[src/rtl/core/rdwr_pkg.sv]
// Shared constants for the card pool draw block and its port checker.
`default_nettype none

package rdwr_pkg;

    // Input word layout: random value in the low bits of tdata
    localparam int RND_W      = 31;
    localparam int S_DATA_W   = 32;
    localparam int STEP_W     = $clog2(RND_W + 1);

    // Output word layout: suit, then rank, padded to one byte
    localparam int SUIT_OUT_W = 2;
    localparam int RANK_OUT_W = 4;
    localparam int M_DATA_W   = 8;

    // Request kinds carried on s_tuser
    localparam logic REQ_RESTART = 1'b0;
    localparam logic REQ_DRAW    = 1'b1;

endpackage

`default_nettype wire

[src/rtl/core/random_draw_without_replacement.sv]
// Card pool with uniform draw without replacement, pool held in one synchronous RAM.
// Draw: from accept to result word the block runs 31 modulo steps, a read, a capture, a shift
// down of each later entry, then the output; an empty pool goes straight to the output.
// Restart: no result; refills the RAM at one entry a cycle, all SUITS*RANKS entries.
// One item in flight; the next word is taken the cycle after the result is queued on m_*.
// Reset (aresetn low, synchronous): same refill sweep, s_tready low until it ends.
`default_nettype none

module random_draw_without_replacement #(
    parameter int SUITS = 4,
    parameter int RANKS = 13
) (
    input  wire logic                          aclk,
    input  wire logic                          aresetn,
    input  wire logic                          s_tvalid,
    output logic                               s_tready,
    input  wire logic [rdwr_pkg::S_DATA_W-1:0] s_tdata,   // [30:0] random_value
    input  wire logic                          s_tuser,   // [0] req_type
    output logic                               m_tvalid,
    input  wire logic                          m_tready,
    output logic [rdwr_pkg::M_DATA_W-1:0]      m_tdata,   // [1:0] suit, [5:2] rank
    output logic                               m_tlast,   // last_card
    output logic                               m_tuser    // [0] empty_error
);
    import rdwr_pkg::*;

    localparam int DECK      = SUITS * RANKS;
    localparam int HALF      = DECK / 2;
    localparam int ODD_DECK  = DECK % 2;
    localparam int ADDR_W    = $clog2(DECK);
    localparam int CNT_W     = $clog2(DECK + 1);
    localparam int CW1       = CNT_W + 1;
    localparam int SUIT_W    = (SUITS > 1) ? $clog2(SUITS) : 1;
    localparam int RANK_W    = $clog2(RANKS);
    localparam int ENTRY_W   = SUIT_W + RANK_W;
    localparam int B0_SUIT   = HALF / RANKS;
    localparam int B0_RANK   = HALF % RANKS;

    localparam logic [2:0] ST_FILL  = 3'd0;
    localparam logic [2:0] ST_IDLE  = 3'd1;
    localparam logic [2:0] ST_DIV   = 3'd2;
    localparam logic [2:0] ST_RD    = 3'd3;
    localparam logic [2:0] ST_CAP   = 3'd4;
    localparam logic [2:0] ST_SHIFT = 3'd5;
    localparam logic [2:0] ST_OUT   = 3'd6;

    // pool RAM: each entry holds {suit, rank}
    logic [ENTRY_W-1:0] pool_mem [DECK];
    logic [ENTRY_W-1:0] rd_data;
    logic [ADDR_W-1:0]  rd_addr;
    logic [ADDR_W-1:0]  wr_addr;
    logic [ENTRY_W-1:0] wr_data;
    logic               wr_en;

    logic [2:0]         state_reg, state_next;
    logic [ADDR_W-1:0]  fill_addr_reg, fill_addr_next;
    logic [SUIT_W-1:0]  a_suit_reg, a_suit_next, b_suit_reg, b_suit_next;
    logic [RANK_W-1:0]  a_rank_reg, a_rank_next, b_rank_reg, b_rank_next;
    logic [CNT_W-1:0]   remaining_reg, remaining_next;
    logic [RND_W-1:0]   dividend_reg, dividend_next;
    logic [CNT_W-1:0]   rem_reg, rem_next;
    logic [STEP_W-1:0]  step_reg, step_next;
    logic [ADDR_W-1:0]  j_reg, j_next;
    logic [ENTRY_W-1:0] card_reg, card_next;
    logic               err_reg, err_next;
    logic               m_valid_reg, m_valid_next;
    logic [SUIT_OUT_W-1:0] m_suit_reg, m_suit_next;
    logic [RANK_OUT_W-1:0] m_rank_reg, m_rank_next;
    logic               m_last_reg, m_last_next;
    logic               m_err_reg, m_err_next;

    logic [CW1-1:0]     shifted;
    logic [CW1-1:0]     rem_inc;
    logic [CW1-1:0]     j_inc2;
    logic [SUIT_W+SUIT_OUT_W-1:0] suit_wide;
    logic [RANK_W+RANK_OUT_W-1:0] rank_wide;
    logic               s_fire;
    logic               out_free;

    always_ff @(posedge aclk) begin
        if (wr_en) begin
            pool_mem[wr_addr] <= wr_data;
        end
        rd_data <= pool_mem[rd_addr];
    end

    assign s_tready = (state_reg == ST_IDLE);
    assign s_fire   = s_tvalid && s_tready;
    assign out_free = !m_valid_reg || m_tready;

    assign shifted   = {rem_reg, dividend_reg[RND_W-1]};
    assign rem_inc   = CW1'(rem_reg) + CW1'(1);
    assign j_inc2    = CW1'(j_reg) + CW1'(2);
    assign suit_wide = {{SUIT_OUT_W{1'b0}}, card_reg[ENTRY_W-1:RANK_W]};
    assign rank_wide = {{RANK_OUT_W{1'b0}}, card_reg[RANK_W-1:0]};

    always_comb begin
        state_next     = state_reg;
        fill_addr_next = fill_addr_reg;
        a_suit_next    = a_suit_reg;
        a_rank_next    = a_rank_reg;
        b_suit_next    = b_suit_reg;
        b_rank_next    = b_rank_reg;
        remaining_next = remaining_reg;
        dividend_next  = dividend_reg;
        rem_next       = rem_reg;
        step_next      = step_reg;
        j_next         = j_reg;
        card_next      = card_reg;
        err_next       = err_reg;
        m_valid_next   = m_valid_reg && !m_tready;
        m_suit_next    = m_suit_reg;
        m_rank_next    = m_rank_reg;
        m_last_next    = m_last_reg;
        m_err_next     = m_err_reg;
        rd_addr        = '0;
        wr_addr        = fill_addr_reg;
        wr_data        = {a_suit_reg, a_rank_reg};
        wr_en          = 1'b0;

        unique case (state_reg)
            ST_FILL: begin
                wr_en = 1'b1;
                // even slots take the first half, odd slots the second half
                if (ODD_DECK != 0 && fill_addr_reg == ADDR_W'(DECK - 1)) begin
                    wr_data = {SUIT_W'(SUITS - 1), RANK_W'(RANKS - 1)};
                end else if (!fill_addr_reg[0]) begin
                    wr_data = {a_suit_reg, a_rank_reg};
                    if (a_rank_reg == RANK_W'(RANKS - 1)) begin
                        a_rank_next = '0;
                        a_suit_next = a_suit_reg + SUIT_W'(1);
                    end else begin
                        a_rank_next = a_rank_reg + RANK_W'(1);
                    end
                end else begin
                    wr_data = {b_suit_reg, b_rank_reg};
                    if (b_rank_reg == RANK_W'(RANKS - 1)) begin
                        b_rank_next = '0;
                        b_suit_next = b_suit_reg + SUIT_W'(1);
                    end else begin
                        b_rank_next = b_rank_reg + RANK_W'(1);
                    end
                end
                fill_addr_next = fill_addr_reg + ADDR_W'(1);
                if (fill_addr_reg == ADDR_W'(DECK - 1)) begin
                    remaining_next = CNT_W'(DECK);
                    state_next     = ST_IDLE;
                end
            end
            ST_IDLE: begin
                if (s_fire) begin
                    if (s_tuser == REQ_RESTART) begin
                        fill_addr_next = '0;
                        a_suit_next    = '0;
                        a_rank_next    = '0;
                        b_suit_next    = SUIT_W'(B0_SUIT);
                        b_rank_next    = RANK_W'(B0_RANK);
                        state_next     = ST_FILL;
                    end else if (remaining_reg == '0) begin
                        err_next   = 1'b1;
                        state_next = ST_OUT;
                    end else begin
                        err_next      = 1'b0;
                        dividend_next = s_tdata[RND_W-1:0];
                        rem_next      = '0;
                        step_next     = STEP_W'(RND_W);
                        state_next    = ST_DIV;
                    end
                end
            end
            ST_DIV: begin
                // one restoring step per cycle, dividend MSB first
                if (shifted >= CW1'(remaining_reg)) begin
                    rem_next = CNT_W'(shifted - CW1'(remaining_reg));
                end else begin
                    rem_next = CNT_W'(shifted);
                end
                dividend_next = {dividend_reg[RND_W-2:0], 1'b0};
                step_next     = step_reg - STEP_W'(1);
                if (step_reg == STEP_W'(1)) begin
                    state_next = ST_RD;
                end
            end
            ST_RD: begin
                rd_addr    = rem_reg[ADDR_W-1:0];
                state_next = ST_CAP;
            end
            ST_CAP: begin
                card_next = rd_data;
                j_next    = rem_reg[ADDR_W-1:0];
                if (rem_inc < CW1'(remaining_reg)) begin
                    rd_addr    = rem_inc[ADDR_W-1:0];
                    state_next = ST_SHIFT;
                end else begin
                    state_next = ST_OUT;
                end
            end
            ST_SHIFT: begin
                // write entry j from j+1 while fetching j+2 ahead
                wr_en   = 1'b1;
                wr_addr = j_reg;
                wr_data = rd_data;
                j_next  = j_reg + ADDR_W'(1);
                if (j_inc2 < CW1'(remaining_reg)) begin
                    rd_addr = j_inc2[ADDR_W-1:0];
                end else begin
                    state_next = ST_OUT;
                end
            end
            ST_OUT: begin
                if (out_free) begin
                    m_valid_next = 1'b1;
                    m_err_next   = err_reg;
                    if (err_reg) begin
                        m_suit_next = '0;
                        m_rank_next = '0;
                        m_last_next = 1'b0;
                    end else begin
                        m_suit_next    = suit_wide[SUIT_OUT_W-1:0];
                        m_rank_next    = rank_wide[RANK_OUT_W-1:0];
                        m_last_next    = (remaining_reg == CNT_W'(1));
                        remaining_next = remaining_reg - CNT_W'(1);
                    end
                    state_next = ST_IDLE;
                end
            end
            default: begin
                state_next = ST_IDLE;
            end
        endcase
    end

    always_ff @(posedge aclk) begin
        if (!aresetn) begin
            state_reg     <= ST_FILL;
            fill_addr_reg <= '0;
            a_suit_reg    <= '0;
            a_rank_reg    <= '0;
            b_suit_reg    <= SUIT_W'(B0_SUIT);
            b_rank_reg    <= RANK_W'(B0_RANK);
            remaining_reg <= '0;
            m_valid_reg   <= 1'b0;
        end else begin
            state_reg     <= state_next;
            fill_addr_reg <= fill_addr_next;
            a_suit_reg    <= a_suit_next;
            a_rank_reg    <= a_rank_next;
            b_suit_reg    <= b_suit_next;
            b_rank_reg    <= b_rank_next;
            remaining_reg <= remaining_next;
            m_valid_reg   <= m_valid_next;
        end
    end

    always_ff @(posedge aclk) begin
        dividend_reg <= dividend_next;
        rem_reg      <= rem_next;
        step_reg     <= step_next;
        j_reg        <= j_next;
        card_reg     <= card_next;
        err_reg      <= err_next;
        m_suit_reg   <= m_suit_next;
        m_rank_reg   <= m_rank_next;
        m_last_reg   <= m_last_next;
        m_err_reg    <= m_err_next;
    end

    assign m_tvalid = m_valid_reg;
    assign m_tdata  = {{(M_DATA_W - SUIT_OUT_W - RANK_OUT_W){1'b0}}, m_rank_reg, m_suit_reg};
    assign m_tlast  = m_last_reg;
    assign m_tuser  = m_err_reg;

endmodule

`default_nettype wire

[config.mk]
export PLATFORM = sky130hd
export DESIGN_NAME = random_draw_without_replacement
export DESIGN_NICKNAME = d
export VERILOG_FILES = /design/src/rtl/core/rdwr_pkg.sv /design/src/rtl/core/random_draw_without_replacement.sv
export SDC_FILE = /design/constraint.sdc
export NUM_CORES = 1
export LEC_CHECK = 0
export ABC_AREA = 1
export BUFFER_PORTS_ARGS = -buffer_cell sky130_fd_sc_hd__buf_2
export CORE_ASPECT_RATIO = 2
export CORE_UTILIZATION = 65
export CTS_CLUSTER_SIZE = 16
export DETAILED_ROUTE_END_ITERATION = 10
export GPL_ROUTABILITY_DRIVEN = 0
export HOLD_SLACK_MARGIN = 0.1
export PLACE_DENSITY = 0.87
export SYNTH_ARGS = -nofsm -noshare
export SYNTH_HDL_FRONTEND = slang
export SYNTH_SLANG_ARGS = --single-unit
[constraint.sdc]
create_clock -name aclk -period 8.15 [get_ports aclk]
set_input_delay 1.63 -clock aclk [delete_from_list [all_inputs] [get_ports aclk]]
set_output_delay 1.63 -clock aclk [all_outputs]
set_load 0.05 [all_outputs]
; ---- Word-level counts from Yosys, hierarchy flattened
; Memory sizes are Yosys's and may differ from the RTL's. A register that Yosys moved wholly into a read port is not among the register bits.
; Index checks and enable logic that the tools add are counted.
[word_totals]
register_bits = 91
mem_bits_rw = 312
inputBits = 37
out_inout_bits = 12
elab_cells = 139
mem_count = 1
[memory_table]
columns = name, depth, word_bits, read_ports, rd_ports_with_merged_regs, write_ports, line_no
row1 = pool_mem, 52, 6, 1, 1, 1, random_draw_without_replacement.sv:48  ; logic [ENTRY_W-1:0] pool_mem [DECK];
[op_classes]
add_sub_neg = 11
magnitude_cmp = 3
n_eq_ne = 24
mux = 60
reduce_logical = 22
[op_table]
columns = cell, n
row1 = 2-to-1 mux 31 bit, 3
row2 = 2-to-1 mux 6 bit, 13
row3 = one-hot mux 31 bit (2 select lines), 1
row4 = one-hot mux 6 bit (2 select lines), 5
row5 = 2-to-1 mux 4 bit, 6
row6 = "inequality test 2 bit, second input constant", 11
row7 = 2-to-1 mux 3 bit, 7
row8 = one-hot mux 3 bit (7 select lines), 1
row9 = 2-to-1 mux 2 bit, 9
row10 = one-hot mux 6 bit (3 select lines), 1
row11 = one-hot mux 4 bit (2 select lines), 2
row12 = AND reduction 4 bit, 4
row13 = 2-to-1 mux 5 bit, 3
row14 = AND reduction 5 bit, 3
row15 = less-than comparator 7 x 6 -> 1 bit, 2
row16 = "adder 6 x 1 -> 6 bit, second input constant", 2
row17 = one-hot mux 5 bit (2 select lines), 1
row18 = "equality test 3 bit, second input constant", 3
row19 = "adder 4 x 1 -> 4 bit, second input constant", 2
row20 = "equality test 4 bit, second input constant", 2
row21 = one-hot mux 2 bit (2 select lines), 2
row22 = nonzero test 2 bit, 4
row23 = "adder 6 x 1 -> 7 bit, second input constant", 1
row24 = "adder 6 x 2 -> 7 bit, second input constant", 1
row25 = 20 further kinds, 31

; ---- Longest topological paths before layout
[depth]
depth_word = 5
mapped_depth = 21
depth_no_buf = 20

; ---- Worst setup path before layout
; Ideal clock, no wire load.
[synth_timing]
kind = input to register
start = in s_tuser
end = reg dividend_reg[0] (enable)
setup_time_ns = 0.400
arrival_ns = 2.872
required_time_ns = 7.750
path_slack_ns = 4.878
cell_stages = 4
n_path_buf = 0
path_cell_list = nand2_1 -> nor2_1 -> nand2_1 -> nand2_1
[synth_via]
elab_chain_len = 2
[synth_lines]
columns = item, line_no
row1 = "start, declared", random_draw_without_replacement.sv:18  ; input wire logic s_tuser,
row2 = inequality test 2 x 1 -> 1 bit (no source line), n/a
row3 = AND reduction 4 bit (no source line), n/a
row4 = "end signal, assigned", random_draw_without_replacement.sv:256  ; dividend_reg <= dividend_next;
row5 = "end, declared", random_draw_without_replacement.sv:60  ; logic [RND_W-1:0] dividend_reg, dividend_next;
; Every way passes these cells.
; A chain may end at the register's enable or synchronous reset.

; ---- Worst setup path after layout
[layout_timing]
start = reg rem_reg[0]
end = reg rd_data[2], read port of pool_mem
[layout_via]
elab_chain_len = 4
[layout_lines]
columns = item, line_no
row1 = "start, declared", random_draw_without_replacement.sv:61  ; logic [CNT_W-1:0] rem_reg, rem_next;
row2 = "start signal, assigned", random_draw_without_replacement.sv:257  ; rem_reg <= rem_next;
row3 = adder 6 x 1 -> 7 bit, random_draw_without_replacement.sv:92  ; assign rem_inc = CW1'(rem_reg) + CW1'(1);
row4 = less-than comparator 7 x 6 -> 1 bit, random_draw_without_replacement.sv:191  ; if (rem_inc < CW1'(remaining_reg)) begin
row5 = 2-to-1 mux 6 bit, random_draw_without_replacement.sv:191
row6 = one-hot mux 6 bit (3 select lines) (*), random_draw_without_replacement.sv:121  ; unique case (state_reg)
row7 = "end, declared", random_draw_without_replacement.sv:49  ; logic [ENTRY_W-1:0] rd_data;
; Every way passes the cells marked *; elsewhere a longest branch is shown, timed or not.

==> summary.txt <==
Number of global-route vias before repair = 14500
Via total after detailed routing = 14400
Quantity of I/O buffers inserted on ports = 45
WL final = 47100 microns
Peak VDD IR = 270 uV
Top cell by count, worst path = nand2_1
Final worst slack = 2530 ps
Worst path slowest cell = inv_2
GRT Util Overall = 32.4%
Crit-path cells = nand3_1 > nor3_1 > xor2_1 > ha_1 > and3_1 > nand2_1 > nand4_4 > buf_4 > nand3_4 > inv_2 > nand2_1 > nand2_1 > nand2_1 > nand3_1 > nand3_1 > nand3_1 > nand2_1 > nand2_1
Half-perimeter wire length after placement = 29400 microns
Area contributors post-synth = edfxtp_1, nand2_1, nand3_1, inv_1, dfxtp_1
Area grow syn2layout = 7.48%
Tightest Hold Check Type = register to register
Top cells by count, synth = nand2_1, edfxtp_1, inv_1
Asr flop ratio synth = 0%
Num rows = 88
Antenna cells = 0
Setup violations, final = 0
Starting DRT DRC Count = 1579
Yosys cell types = 52
Rel. slew slack = 16.9%
Placed inst area = 19600 sq um
Setup Skew = 17.3 ps
EDFF count, synth = 375
Number of clock sinks = 409
Crit Path Max Fanout = 97
Minimum clock period = 5620 ps
Post-Syn Area = 19200 sq um
H-tree depth = 1
Worst setup path class = register to register
Mapped Cells = 1937
Worst reg2reg startpoint = rem_reg[0]
Share of post-route cells with drive strength above 1 = 6.99%
First-pass GRT wire length = 73100 microns
Initial Util = 66.2%
Vias per cell = 6.22
Setup TNS = 0 ps
Clock root buffer = clkbuf_16
Crit start category = register
Status = completed
Fillers = 1877
Reg2reg end = rd_data[2]
WHS = 467 ps
R2R depth = 18
Die width = 123 microns
Wire per inst = 20.3 microns
Hold-critical path endpoint = card_reg[1]
Syn Area/Cell = 9.89 sq um
CP peak stage delay = 890 ps
Die ar. = 30200 sq um
Total global routing overflow = 0
Final period util = 68.9%
Ys Warns = 0
Final nets = 2007
Worst EP arrival = 6140 ps
Worst EP required = 8670 ps
Clock-pin slew on the worst setup and hold paths = 70 ps
Max-cap violations = 0
Hold Vio Cnt, Final = 0
DRT antenna net count = 0
Hold-fix buffers at CTS = 0
Pre-antenna DRT Iters = 7
Initial antenna violation count = 0
Worst hold path startpoint = rd_data[1]
Worst-Skew Late Latency = 600 ps
Reg2Reg Setup Slack = 2530 ps
Max Clock Freq = 178 MHz
Biggest area consumer among synthesized cells = edfxtp_1
Seq/Total Area, Yosys = 62.3%
Maximum clock insertion buffer count = 3
TritonCTS clock tree = built
Largest net degree at the start of global routing = 98
Slew at the pin with the worst max-slew slack = 1250 ps
DP Worst Slack = 2880 ps
Drt drc = 0
PwrDens = 190 nW/um^2
Post-route cell area = 20600 sq um
Fin. max-slew vios = 0
Core Area = 29000 sq um
Most frequent cell after synthesis = nand2_1
Post-CTS setup buffer count = 0
Io pins = 49
Synth top area share = 58.8%
Hold Crit Depth = 0
Critical Path End Type = register
Post-CTS sizing = 0
Top_reg_cell synth = edfxtp_1
RSZ-0062 raised after global routing = no
Number of buffers created by CTS = 31
Die Ht = 245 microns
Leak = 8.28 nW
Max FFs per register = 312
#FFs+latches synth = 409
-- critical path: cells and delay by family (launching register included) --
kind                       cells  cell delay, ps
and+or+nand+nor               14            2800
buffers and inverters          2            1720
DFF                            1             480
adders and majority gates      1             350
xor gates and xnor gates       1             150
-- stage by stage --
stage,total power (W),util [%],cells
2_1_floorplan,0.00242,-,1938
3_3_place_gp,0.00247,67.8,2267
3_5_place_dp,0.00247,67.8,2267
4_1_cts,0.00390,71.1,2319
5_1_grt,0.00398,71.1,2319
6_report,0.00391,71.1,2319
-- cells in the final DEF (no fill, tap or decap), types with 10 or more instances in the layout --
| cell type | instances |
|---|---|
| o211ai_1 | 27 |
| edfxtp_1 | 375 |
| nand4_1 | 96 |
| buf_4 | 18 |
| clkbuf_16 | 31 |
| ha_1 | 29 |
| nor2_1 | 112 |
| a21oi_1 | 34 |
| dfxtp_1 | 34 |
| inv_1 | 307 |
| xor2_1 | 13 |
| o21ai_0 | 40 |
| nor3_1 | 14 |
| o21bai_1 | 10 |
| nand2_1 | 425 |
| inv_2 | 11 |
| buf_2 | 45 |
| nand3_1 | 261 |
-- cell families (layout without fill, tap and decap cells) --
family | after synthesis | after routing | share of synthesized area (%)
AO/OA/AOI/OAI | 140 | 140 | 4.51
XOR/XNOR | 15 | 15 | 0.686
adder cells (fa/ha/maj) | 30 | 30 | 2.00
buffers and inverters | 413 | 434 | 8.57
flip-flops | 409 | 409 | 62.3
other | 1 | 2 | 0.0196
AND/OR/NAND/NOR | 929 | 929 | 21.9
-- worst max path at each step --
| stage | startpoint | endpoint | slack, ps | depth (start not counted) |
|---|---|---|---|---|
| finish | rem_reg[0] | rd_data[2] | 2530 | 18 |
| global placement | rem_reg[0] | rd_data[1] | 3040 | 18 |
| CTS | rem_reg[0] | rd_data[3] | 2750 | 18 |
| global route | rem_reg[0] | rd_data[0] | 2250 | 18 |
| detailed placement | rem_reg[0] | rd_data[3] | 2880 | 18 |
| floorplan | s_tuser | dividend_reg[0] | 4880 | 4 |
-- power breakdown --
part           switching (W)  internal [W]  total (W)  leakage (nW)
Combinational      0.0000911     0.0000310   0.000122          4.03
Clock               0.000687      0.000787    0.00147         0.456
Sequential        0.00000953       0.00230    0.00231          3.79
Total               0.000787       0.00312    0.00391          8.28
-- area by class of cell --
class / instances / area [sq um] / share of cell area (%)
clock buffer: 43 / 851 / 4.13
clock inverter: 9 / 100 / 0.486
inverter: 319 / 1200 / 5.81
multi-input combinational: 1116 / 5690 / 27.6
sequential: 409 / 11900 / 58.0
tap: 360 / 450 / 2.19
timing repair buffer: 63 / 360 / 1.75
-- per-layer routing --
layer | up-vias | global-route usage (%) | part of all wire [%]
met2 | 908 | 57.2 | 53
met5 | - | 0.868 | 0
met1 | 6700 | 34.1 | 31
met3 | 288 | 4.79 | 8.1
li1 | 6531 | - | -
met4 | 0 | 23.8 | 7.7
(Power assumes the default switching activity.)
